<file path="config.mk">
export PLATFORM = sky130hd
export DESIGN_NAME = rvalu_prep
export DESIGN_NICKNAME = d
export VERILOG_FILES = /design/src/rv32im_execute_alu_assert.svh /design/src/rvalu_pkg.sv /design/src/rvalu_prep.sv
export SDC_FILE = /design/constraint.sdc
export NUM_CORES = 2
export LEC_CHECK = 0
export ABC_AREA = 1
export ABC_CLOCK_PERIOD_IN_PS = 8610
export BUFFER_PORTS_ARGS = -buffer_cell sky130_fd_sc_hd__buf_2
export CAP_MARGIN = 25
export CORE_MARGIN = 2
export CORE_UTILIZATION = 32
export DETAILED_ROUTE_END_ITERATION = 16
export PLACE_DENSITY_LB_ADDON = 0.08
export SYNTH_ARGS = -nofsm -noshare
export SYNTH_HDL_FRONTEND = slang
export SYNTH_SLANG_ARGS = --single-unit
</file>
<file path="constraint.sdc">
create_clock -name vclk -period 8.61
set_input_delay 0.861 -clock vclk [all_inputs]
set_output_delay 0.861 -clock vclk [all_outputs]
set_load 0.1 [all_outputs]
</file>
<file path="src/rv32im_execute_alu_assert.svh">
`ifndef RV32IM_EXECUTE_ALU_ASSERT_SVH
`define RV32IM_EXECUTE_ALU_ASSERT_SVH

// Checks that a condition implies a consequence in the same cycle.
`define ALU_ASSERT_NOW(label, cond, cons) \
    label: assert property (@(posedge aclk) disable iff (!aresetn) (cond) |-> (cons)) \
        else $error("alu check failed");

// Checks that a condition implies a consequence in the next cycle.
`define ALU_ASSERT_NEXT(label, cond, cons) \
    label: assert property (@(posedge aclk) disable iff (!aresetn) (cond) |=> (cons)) \
        else $error("alu check failed");

`endif

</file>
<file path="src/rvalu_pkg.sv">
package rvalu_pkg;

    localparam int XLEN = 32;
    localparam int DIV_STEPS = 32;

    localparam logic [4:0] OP_NOP  = 5'd0;
    localparam logic [4:0] OP_ADD  = 5'd1;
    localparam logic [4:0] OP_SUB  = 5'd2;
    localparam logic [4:0] OP_MUL  = 5'd3;
    localparam logic [4:0] OP_DIV  = 5'd4;
    localparam logic [4:0] OP_DIVU = 5'd5;
    localparam logic [4:0] OP_REM  = 5'd6;
    localparam logic [4:0] OP_REMU = 5'd7;
    localparam logic [4:0] OP_SLL  = 5'd8;
    localparam logic [4:0] OP_SRA  = 5'd9;
    localparam logic [4:0] OP_SRL  = 5'd10;
    localparam logic [4:0] OP_OR   = 5'd11;
    localparam logic [4:0] OP_XOR  = 5'd12;
    localparam logic [4:0] OP_AND  = 5'd13;
    localparam logic [4:0] OP_SLT  = 5'd14;
    localparam logic [4:0] OP_SLTU = 5'd15;
    localparam logic [4:0] OP_CMP  = 5'd16;

    localparam logic [1:0] MEM_LOAD  = 2'd1;
    localparam logic [1:0] MEM_STORE = 2'd2;

    // Word carried down the divider chain; flags are {ltu, lt, eq}.
    typedef struct packed {
        logic              use_div;
        logic              sel_rem;
        logic              neg_out;
        logic [XLEN-1:0]   res;
        logic [2:0]        flags;
        logic [XLEN:0]     rem;
        logic [XLEN-1:0]   quo;
        logic [XLEN-1:0]   dvs;
    } div_word_t;

endpackage

</file>
<file path="src/rvalu_prep.sv">
module rvalu_prep (
    input  logic [4:0]              op,
    input  logic [31:0]             left_operand,
    input  logic [31:0]             right_operand,
    input  logic [1:0]              mem_op,
    output rvalu_pkg::div_word_t    word
);
    import rvalu_pkg::*;

    logic [31:0] a;
    logic [31:0] b;
    logic [4:0]  sh;
    logic [31:0] mag_a;
    logic [31:0] mag_b;
    logic [31:0] sum;
    logic        slt;
    logic        sltu;
    logic        mem_force;
    logic        is_div_op;

    assign a = left_operand;
    assign b = right_operand;
    assign sh = b[4:0];
    assign sum = a + b;
    assign slt = $signed(a) < $signed(b);
    assign sltu = a < b;
    assign mem_force = (mem_op == MEM_LOAD) || (mem_op == MEM_STORE);
    assign mag_a = a[31] ? (32'd0 - a) : a;
    assign mag_b = b[31] ? (32'd0 - b) : b;
    assign is_div_op = (op == OP_DIV) || (op == OP_DIVU) || (op == OP_REM) || (op == OP_REMU);

    always_comb begin
        word = '0;
        word.rem = '0;
        case (op)
            OP_ADD:  word.res = sum;
            OP_SUB:  word.res = a - b;
            OP_MUL:  word.res = a * b;
            OP_SLL:  word.res = a << sh;
            OP_SRA:  word.res = $unsigned($signed(a) >>> sh);
            OP_SRL:  word.res = a >> sh;
            OP_OR:   word.res = a | b;
            OP_XOR:  word.res = a ^ b;
            OP_AND:  word.res = a & b;
            OP_SLT:  word.res = {31'd0, slt};
            OP_SLTU: word.res = {31'd0, sltu};
            OP_CMP:  word.flags = {sltu, slt, a == b};
            default: word.res = '0;
        endcase
        // Signed ops divide magnitudes and fix the sign at the end of the chain.
        case (op)
            OP_DIV: begin
                word.quo = mag_a;
                word.dvs = mag_b;
                word.neg_out = a[31] ^ b[31];
            end
            OP_REM: begin
                word.quo = mag_a;
                word.dvs = mag_b;
                word.neg_out = a[31];
                word.sel_rem = 1'b1;
            end
            OP_REMU: begin
                word.quo = a;
                word.dvs = b;
                word.sel_rem = 1'b1;
            end
            default: begin
                word.quo = a;
                word.dvs = b;
            end
        endcase
        word.use_div = is_div_op && (b != 32'd0) && !mem_force;
        if (mem_force) begin
            word.res = sum;
        end
    end

endmodule

</file>
==> flow_metrics.tcl <==
set metrics [dict create \
    status "finished, final reports clean" \
    die_w_um 298.4 \
    finalInstanceArea_um2 32460 \
    crit_required_ns 7.75 \
    worstMarginPinSlew_ns 1.130 \
    setup_viol_count_final 0 \
    dp_hpwl_um 123100 \
    postSynthCellCount 4367 \
    fin_nets 5367 \
    synth_top_cell_area_share 0.2959 \
    multi_input_area_um2 23080 \
    routed_wl_um 141300 \
    slew_headroom 0.2385 \
    slowest_stage "fa_1" \
    top_layer_used "met5" \
    final_cells 5808 \
    coreArea_um2 85550 \
    wire_per_inst_um 24.33 \
    antenna_found_initial 4 \
    finalHoldViolCount 0 \
    final_core_util 0.3795 \
    netlist_area_um2 27730 \
    nFlopsAndLatches 0 \
    synth_area_leaders "fa_1, nand2_1, inv_1" \
    period_share 0.9807 \
    area_growth_pct 17.06 \
    drt_iter0_drc 2971 \
    critPathMostFrequentCell "fa_1" \
    end_kind "output pin" \
    grt_pass1_wl_um 203300 \
    grt_max_degree 61 \
    place_congestion 1.012 \
    place_area_um2 31940 \
    rsz0062_at_grt "true" \
    fin_crit_ns 8.444 \
    path_max_fanout 6 \
    synth_top_cell_by_area "fa_1" \
    place.port_buffers 173 \
    route.met3.wl_um 10240 \
    worstPathArrival_ns 7.58 \
    seq_area_frac_synth 0 \
    startpoint_type "input pin" \
    maxCapViolCount 0 \
    hold_buffers 0 \
    io_pins 206 \
    syn_area_per_cell_um2 6.351 \
    route.detailed.drc 0 \
    worst_hold_slack_ns 2.190 \
    start_util 0.3242 \
    synth_cell_type_count 68 \
    drtPass1Iterations 6 \
    wl_met1_um 62760 \
    dp.cells 5796 \
    yosys_warnings 0 \
    min_path_cells 3 \
    grt_pass1_vias 29180 \
    wl_met2_um 62710 \
    vias 29310 \
    fp.dieH_um 298.4 \
    vias_per_cell 5.046 \
    max_freq_ghz 0.1184 \
    maxSlewViolCount 0 \
    regArea_um2 0 \
    critPathKind "in2out" \
    n_fill_cell 9547 \
    antenna_left 0 \
    die_area_um2 89040 \
    rows 107 \
    drive_gt1_frac 0.1431 \
    cpPeakStageDelay_ns 0.55 \
    hold_path.class "in2out" \
    grt-ovfl-total 0 \
    grt_usage 0.3109 \
    clock_buffer_count 0 \
]
==> synth_stat cells (40+ instances only) <==
library cell / n
nor2_1: 198
ha_1: 222
buf_1: 45
inv_1: 1002
fa_1: 410
buf_2: 64
a21oi_1: 189
o21ai_1: 85
nor3_1: 40
nand4_1: 41
o21ai_0: 205
clkbuf_1: 89
nand2_1: 1155
nand3_1: 200
xor2_1: 84
==> cells in the final DEF (no fill, tap or decap), types with 84 or more instances in the layout <==
master	instances
nand2_1	1139
inv_1	999
fa_1	403
buf_4	323
ha_1	213
o21ai_0	198
nor2_1	195
nand3_1	195
a21oi_1	178
buf_2	124
o21ai_1	90
xor2_1	84
==> logic make-up (layout without fill, tap and decap cells) <==
logic type,count (synthesis),in the layout,share of synthesized area
AOI/OAI and AO/OA,637,637,0.1310
xor gates and xnor gates,96,96,0.03032
adders and majority gates,632,632,0.3961
buffers and inverters,1281,1544,0.1833
muxes,6,6,0.002166
other,1,35,0.0001352
and+or+nand+nor,1714,1714,0.2571
==> metrics by stage <==
stage / worst slack [ns] / TNS, ns
3_5_place_dp: -0.1905 / -0.8676
4_1_cts: 0.001025 / 0
2_1_floorplan: -0.08980 / -0.1101
6_report: 0.1663 / 0
3_3_place_gp: -0.1997 / -0.9022
5_1_grt: -0.04295 / -0.1123
==> worst max-delay path: cells and delay by family <==
| kind | cells | cell delay, ns |
|---|---|---|
| buffers and inverters | 9 | 1.14 |
| xor gates and xnor gates | 1 | 0.12 |
| and+or+nand+nor | 11 | 1.18 |
| adders and majority gates | 10 | 4.26 |
==> timing repair <==
action / in CTS / in global routing
endpoints found under the setup margin: 11 / 18
pin swaps: 0 / 28
gates resized for setup: 15 / 111
setup buffers: 0 / 9
cloned: 0 / 1
==> worst paths after layout <==
| path | from | end | slack (ns) |
|---|---|---|---|
| min | op[3] | word[133] | 2.19 |
| max | left_operand[10] | word[126] | 0.17 |
==> per-layer routing <==
metal	GRT usage	up-vias
li1	-	13760
met1	0.4345	14190
met2	0.4987	1162
met3	0.04086	197
met4	0.09404	2
met5	0	-
==> cell type report <==
type / instances / share of cell area
inverter: 1036 / 0.1199
tap: 1144 / 0.04409
timing repair buffer: 508 / 0.1251
antenna: 2 / 0.0001542
multi-input combinational: 3118 / 0.7108
Power is left out: the tool's default activity adds up to more than one toggle a clock period on the data nets, which glitch-free logic cannot reach.
