File: config.mk
export PLATFORM = sky130hd
export DESIGN_NAME = rvalu_div_cell
export DESIGN_NICKNAME = d
export VERILOG_FILES = /design/src/rv32im_execute_alu_assert.svh /design/src/rvalu_pkg.sv /design/src/rvalu_div_cell.sv
export SDC_FILE = /design/constraint.sdc
export NUM_CORES = 1
export LEC_CHECK = 0
export BUFFER_PORTS_ARGS = -buffer_cell sky130_fd_sc_hd__buf_2
export CELL_PAD_IN_SITES_DETAIL_PLACEMENT = 2
export CELL_PAD_IN_SITES_GLOBAL_PLACEMENT = 2
export CORE_MARGIN = 2
export CORE_UTILIZATION = 32
export DETAILED_ROUTE_END_ITERATION = 7
export PLACE_DENSITY_LB_ADDON = 0.1
export SYNTH_ARGS = -nofsm -noshare
export SYNTH_HDL_FRONTEND = slang
export SYNTH_SLANG_ARGS = --single-unit
export TNS_END_PERCENT = 50
File: constraint.sdc
create_clock -name aclk -period 3.8 [get_ports aclk]
set_input_delay 0 -clock aclk [delete_from_list [all_inputs] [get_ports aclk]]
set_output_delay 0 -clock aclk [all_outputs]
set_load 0.1 [all_outputs]
File: src/rv32im_execute_alu_assert.svh
`ifndef RV32IM_EXECUTE_ALU_ASSERT_SVH
`define RV32IM_EXECUTE_ALU_ASSERT_SVH

// Checks that a condition implies a consequence in the same cycle.
`define ALU_ASSERT_NOW(label, cond, cons) \
    label: assert property (@(posedge aclk) disable iff (!aresetn) (cond) |-> (cons)) \
        else $error("alu check failed");

// Checks that a condition implies a consequence in the next cycle.
`define ALU_ASSERT_NEXT(label, cond, cons) \
    label: assert property (@(posedge aclk) disable iff (!aresetn) (cond) |=> (cons)) \
        else $error("alu check failed");

`endif

File: src/rvalu_pkg.sv
package rvalu_pkg;

    localparam int XLEN = 32;
    localparam int DIV_STEPS = 32;

    localparam logic [4:0] OP_NOP  = 5'd0;
    localparam logic [4:0] OP_ADD  = 5'd1;
    localparam logic [4:0] OP_SUB  = 5'd2;
    localparam logic [4:0] OP_MUL  = 5'd3;
    localparam logic [4:0] OP_DIV  = 5'd4;
    localparam logic [4:0] OP_DIVU = 5'd5;
    localparam logic [4:0] OP_REM  = 5'd6;
    localparam logic [4:0] OP_REMU = 5'd7;
    localparam logic [4:0] OP_SLL  = 5'd8;
    localparam logic [4:0] OP_SRA  = 5'd9;
    localparam logic [4:0] OP_SRL  = 5'd10;
    localparam logic [4:0] OP_OR   = 5'd11;
    localparam logic [4:0] OP_XOR  = 5'd12;
    localparam logic [4:0] OP_AND  = 5'd13;
    localparam logic [4:0] OP_SLT  = 5'd14;
    localparam logic [4:0] OP_SLTU = 5'd15;
    localparam logic [4:0] OP_CMP  = 5'd16;

    localparam logic [1:0] MEM_LOAD  = 2'd1;
    localparam logic [1:0] MEM_STORE = 2'd2;

    // Word carried down the divider chain; flags are {ltu, lt, eq}.
    typedef struct packed {
        logic              use_div;
        logic              sel_rem;
        logic              neg_out;
        logic [XLEN-1:0]   res;
        logic [2:0]        flags;
        logic [XLEN:0]     rem;
        logic [XLEN-1:0]   quo;
        logic [XLEN-1:0]   dvs;
    } div_word_t;

endpackage

File: src/rvalu_div_cell.sv
module rvalu_div_cell (
    input  logic                    aclk,
    input  logic                    aresetn,
    input  logic                    en,
    input  logic                    in_valid,
    input  rvalu_pkg::div_word_t    in_word,
    output logic                    out_valid,
    output rvalu_pkg::div_word_t    out_word
);
    import rvalu_pkg::*;

    logic        valid_reg;
    div_word_t   word_reg;
    div_word_t   word_next;
    logic [XLEN:0]   shifted;
    logic [XLEN+1:0] diff;

    // One restoring step: shift in the next dividend bit, subtract if it fits.
    assign shifted = {in_word.rem[XLEN-1:0], in_word.quo[XLEN-1]};
    assign diff = {1'b0, shifted} - {2'b00, in_word.dvs};

    always_comb begin
        word_next = in_word;
        if (!diff[XLEN+1]) begin
            word_next.rem = diff[XLEN:0];
            word_next.quo = {in_word.quo[XLEN-2:0], 1'b1};
        end else begin
            word_next.rem = shifted;
            word_next.quo = {in_word.quo[XLEN-2:0], 1'b0};
        end
    end

    always_ff @(posedge aclk) begin
        if (!aresetn) begin
            valid_reg <= 1'b0;
        end else if (en) begin
            valid_reg <= in_valid;
        end
        if (en) begin
            word_reg <= word_next;
        end
    end

    assign out_valid = valid_reg;
    assign out_word = word_reg;

endmodule

==> results.toml <==
[die]
rows = 52
pin_count = 275
die_w_um = 146
start_util = 0.323
dieArea_mm2 = 0.0214
die_h_um = 146
core_mm2 = 0.0200

[power]
p_per_area_mw_per_mm2 = 550
irDropWorstVdd_mv = 0.313
leakage_nw = 4.36

[setup_path]
critical-path-max-stage-delay_ns = 0.57
critical_path_class = "input pin to register"
critPathArrivalTime_ns = 3.38
reg2reg_depth = 3
worst-path-buf-inv = 4
worst_ep_required_time_ns = 4.03
crit_top_cell = "inv_1"
crit_chain = "dlygate4sd3_1 > buf_2 > inv_1 > ha_1 > inv_1 > fa_1 > a211o_2 > a21oi_2 > o21bai_2 > o31ai_4 > o21ai_0 > a31oi_1 > nand3_1 > o211ai_1"
end_kind = "register"
critPathMaxFanout = 5
critPathTopFamily = "compound AO/OA/AOI/OAI gates"
cp_slowest_cell = "dlygate4sd3_1"
crit_path_start_kind = "input pin"
worstSetupPathDepth = 14

[grt]
grt_max_degree = 71
grt_usage = 0.269
antenna_found_initial = 0
grt_pass1_vias = 6670
grt-ovfl-total = 0
grt_pass1_wl_mm = 43.2

[place]
finalWeightedCongestion = 0.798
portBuffers = 273
dpl_cell_area_mm2 = 0.00812
dp_hpwl_mm = 17.2

[cells_and_area]
finalInstanceArea_mm2 = 0.0100
nets = 1086
layout-drive-gt1-share = 0.361
fillCellCount = 2053
area.growth.synth_to_final_pct = 54.8
multiInputGateArea_mm2 = 0.00215
regArea_mm2 = 0.00407

[timing]
setup_viol = 0
tns_ns = 0
clock_skew_ns = 0
tightestPinTransition_ns = 0.752
period_share = 0.828
relSlewSlack = 0.494
hold_viol_final = 1
drv_slew = 0
max_freq_mhz = 318
layout_min_cycle_time_ns = 3.15
holdWs_ns = -0.00200
rsz0062_at_grt = "no"

[yosys]
syn_area_mm2 = 0.00647
synth_edf_count = 135
yosys_warnings = 0
synthFlopType = "edfxtp_1"
synth_top_area_cell = "edfxtp_1"
syn_area_per_cell_um2 = 12.8
synthCells = 506
synth_top_area_share = 0.626
synth_cell_type_count = 56
syn_nets = 678
yosys-top-cells-area = "edfxtp_1 63%, ha_1 6.2%, a21oi_1 3.9%"
synth_common_cells = "135 x edfxtp_1, 50 x a21oi_1, 41 x nor2_1, 39 x inv_1, 32 x ha_1"
ys_seq_area_frac = 0.629
ys_seq_elements = 136
synth.most_common_cell = "edfxtp_1"
async_reset_ff_frac = 0

[clocking]
numCtsBuffers = 17
htree_levels = 4
cts_resized = 0
path_clk_slew_ns = 0.06
clock-sinks = 136
cts_buffer_depth = 2
insertion_delay_ns = 0.42
cts_tree = "built"
cts-root-buf = "clkbuf_16"

[detailed_routing]
drt_pass1_iterations = 5
drt_iter0_drc = 210
vias = 5856
wire_per_inst_um = 24.0
vias_per_cell = 4.89
wirelength_mm = 28.7
drc = 0
postRouteAntennaNets = 0

[hold_path]
whs_path_depth = 3
hold_path_class = "input pin to register"

[flow_run]
drv_cap = 0

[status]
violations = "negative hold slack"
status = "complete, but fails checks"
[state kept, by name (all words and copies together), names as in the netlist]
| name | cells |
|---|---|
| out_valid | 1 |
| out_word | 135 |
[through the flow]
| stage | power [mW] | hold slack, ns | setup WS [ns] | util | instances |
|---|---|---|---|---|---|
| final | 5.51 | -0.00200 | 0.654 | 0.500 | 1198 |
| after global routing | 5.68 | 0.0352 | 0.540 | 0.500 | 1197 |
| after CTS | 5.44 | 0.00713 | 0.793 | 0.500 | 1197 |
| after detailed placement | 3.71 | 0.178 | 0.927 | 0.405 | 1032 |
| after global placement | 3.66 | 0.178 | 0.989 | 0.405 | 1032 |
| after floorplan | 3.33 | 0.0989 | 1.46 | - | 506 |
[cell usage in the layout, fill, tap and decap left out, drive strengths merged, types with 18 or more instances in the layout]
cell         count
buf            277
edfxtp         135
dlygate4sd3    133
a21oi           55
nor2            41
inv             41
ha              32
nand2           27
xnor2           23
clkbuf          19
o21ai           18
[worst paths after layout]
kind	end	from	slack, ns
worst max-delay path	out_word[96]	in_word[63]	0.65
worst min-delay path	out_word[77]	in_word[76]	-0.002
worst max register to register	out_valid	out_valid	2.51
worst min register to register	out_valid	out_valid	1.22
[cell families (layout without fill, tap and decap cells)]
kind of cell | count (synthesis) | count (layout) | share of synthesized area
buffers and inverters | 60 | 481 | 0.0400
AOI/OAI and AO/OA | 124 | 124 | 0.129
adders and majority gates | 33 | 33 | 0.0649
other | 0 | 1 | 0
xor gates and xnor gates | 29 | 29 | 0.0392
DFF | 136 | 136 | 0.629
muxes | 9 | 9 | 0.0160
and+or+nand+nor | 115 | 115 | 0.0821
[tightest hold or removal path: stages]
cell and delay [ns]:
buf_2 0.10, nor2_1 0.04, a21oi_1 0.14
[per-layer routing]
layer  global-route usage  routed length (um)  vias up
li1                     -                   -     2683
met1                0.323               11800     2918
met2                0.487               14900      228
met3               0.0534                1490       27
met4               0.0806                 556        0
met5                    0                   0        -
[cell type report]
| class | count | area share |
|---|---|---|
| clock inverters | 13 | 0.0125 |
| clock buffers | 19 | 0.0442 |
| multi-input cells | 310 | 0.215 |
| repair buffers | 410 | 0.274 |
| inverters | 39 | 0.0146 |
| well taps | 270 | 0.0337 |
| diodes | 1 | 0.000250 |
| flip-flops and latches | 136 | 0.406 |
[power by group]
| group | internal, mW | switching [mW] | leakage, nW |
|---|---|---|---|
| logic | 0.428 | 1.53 | 2.76 |
| clock network | 0.928 | 0.733 | 0.273 |
| registers | 1.83 | 0.0595 | 1.33 |
[repair_timing]
action                                 4_1_cts  5_1_grt
endpoints found under the hold margin      132        0
hold buffers                               133        0
setup buffers                                0        0
Power figures use the tool's default switching activity.
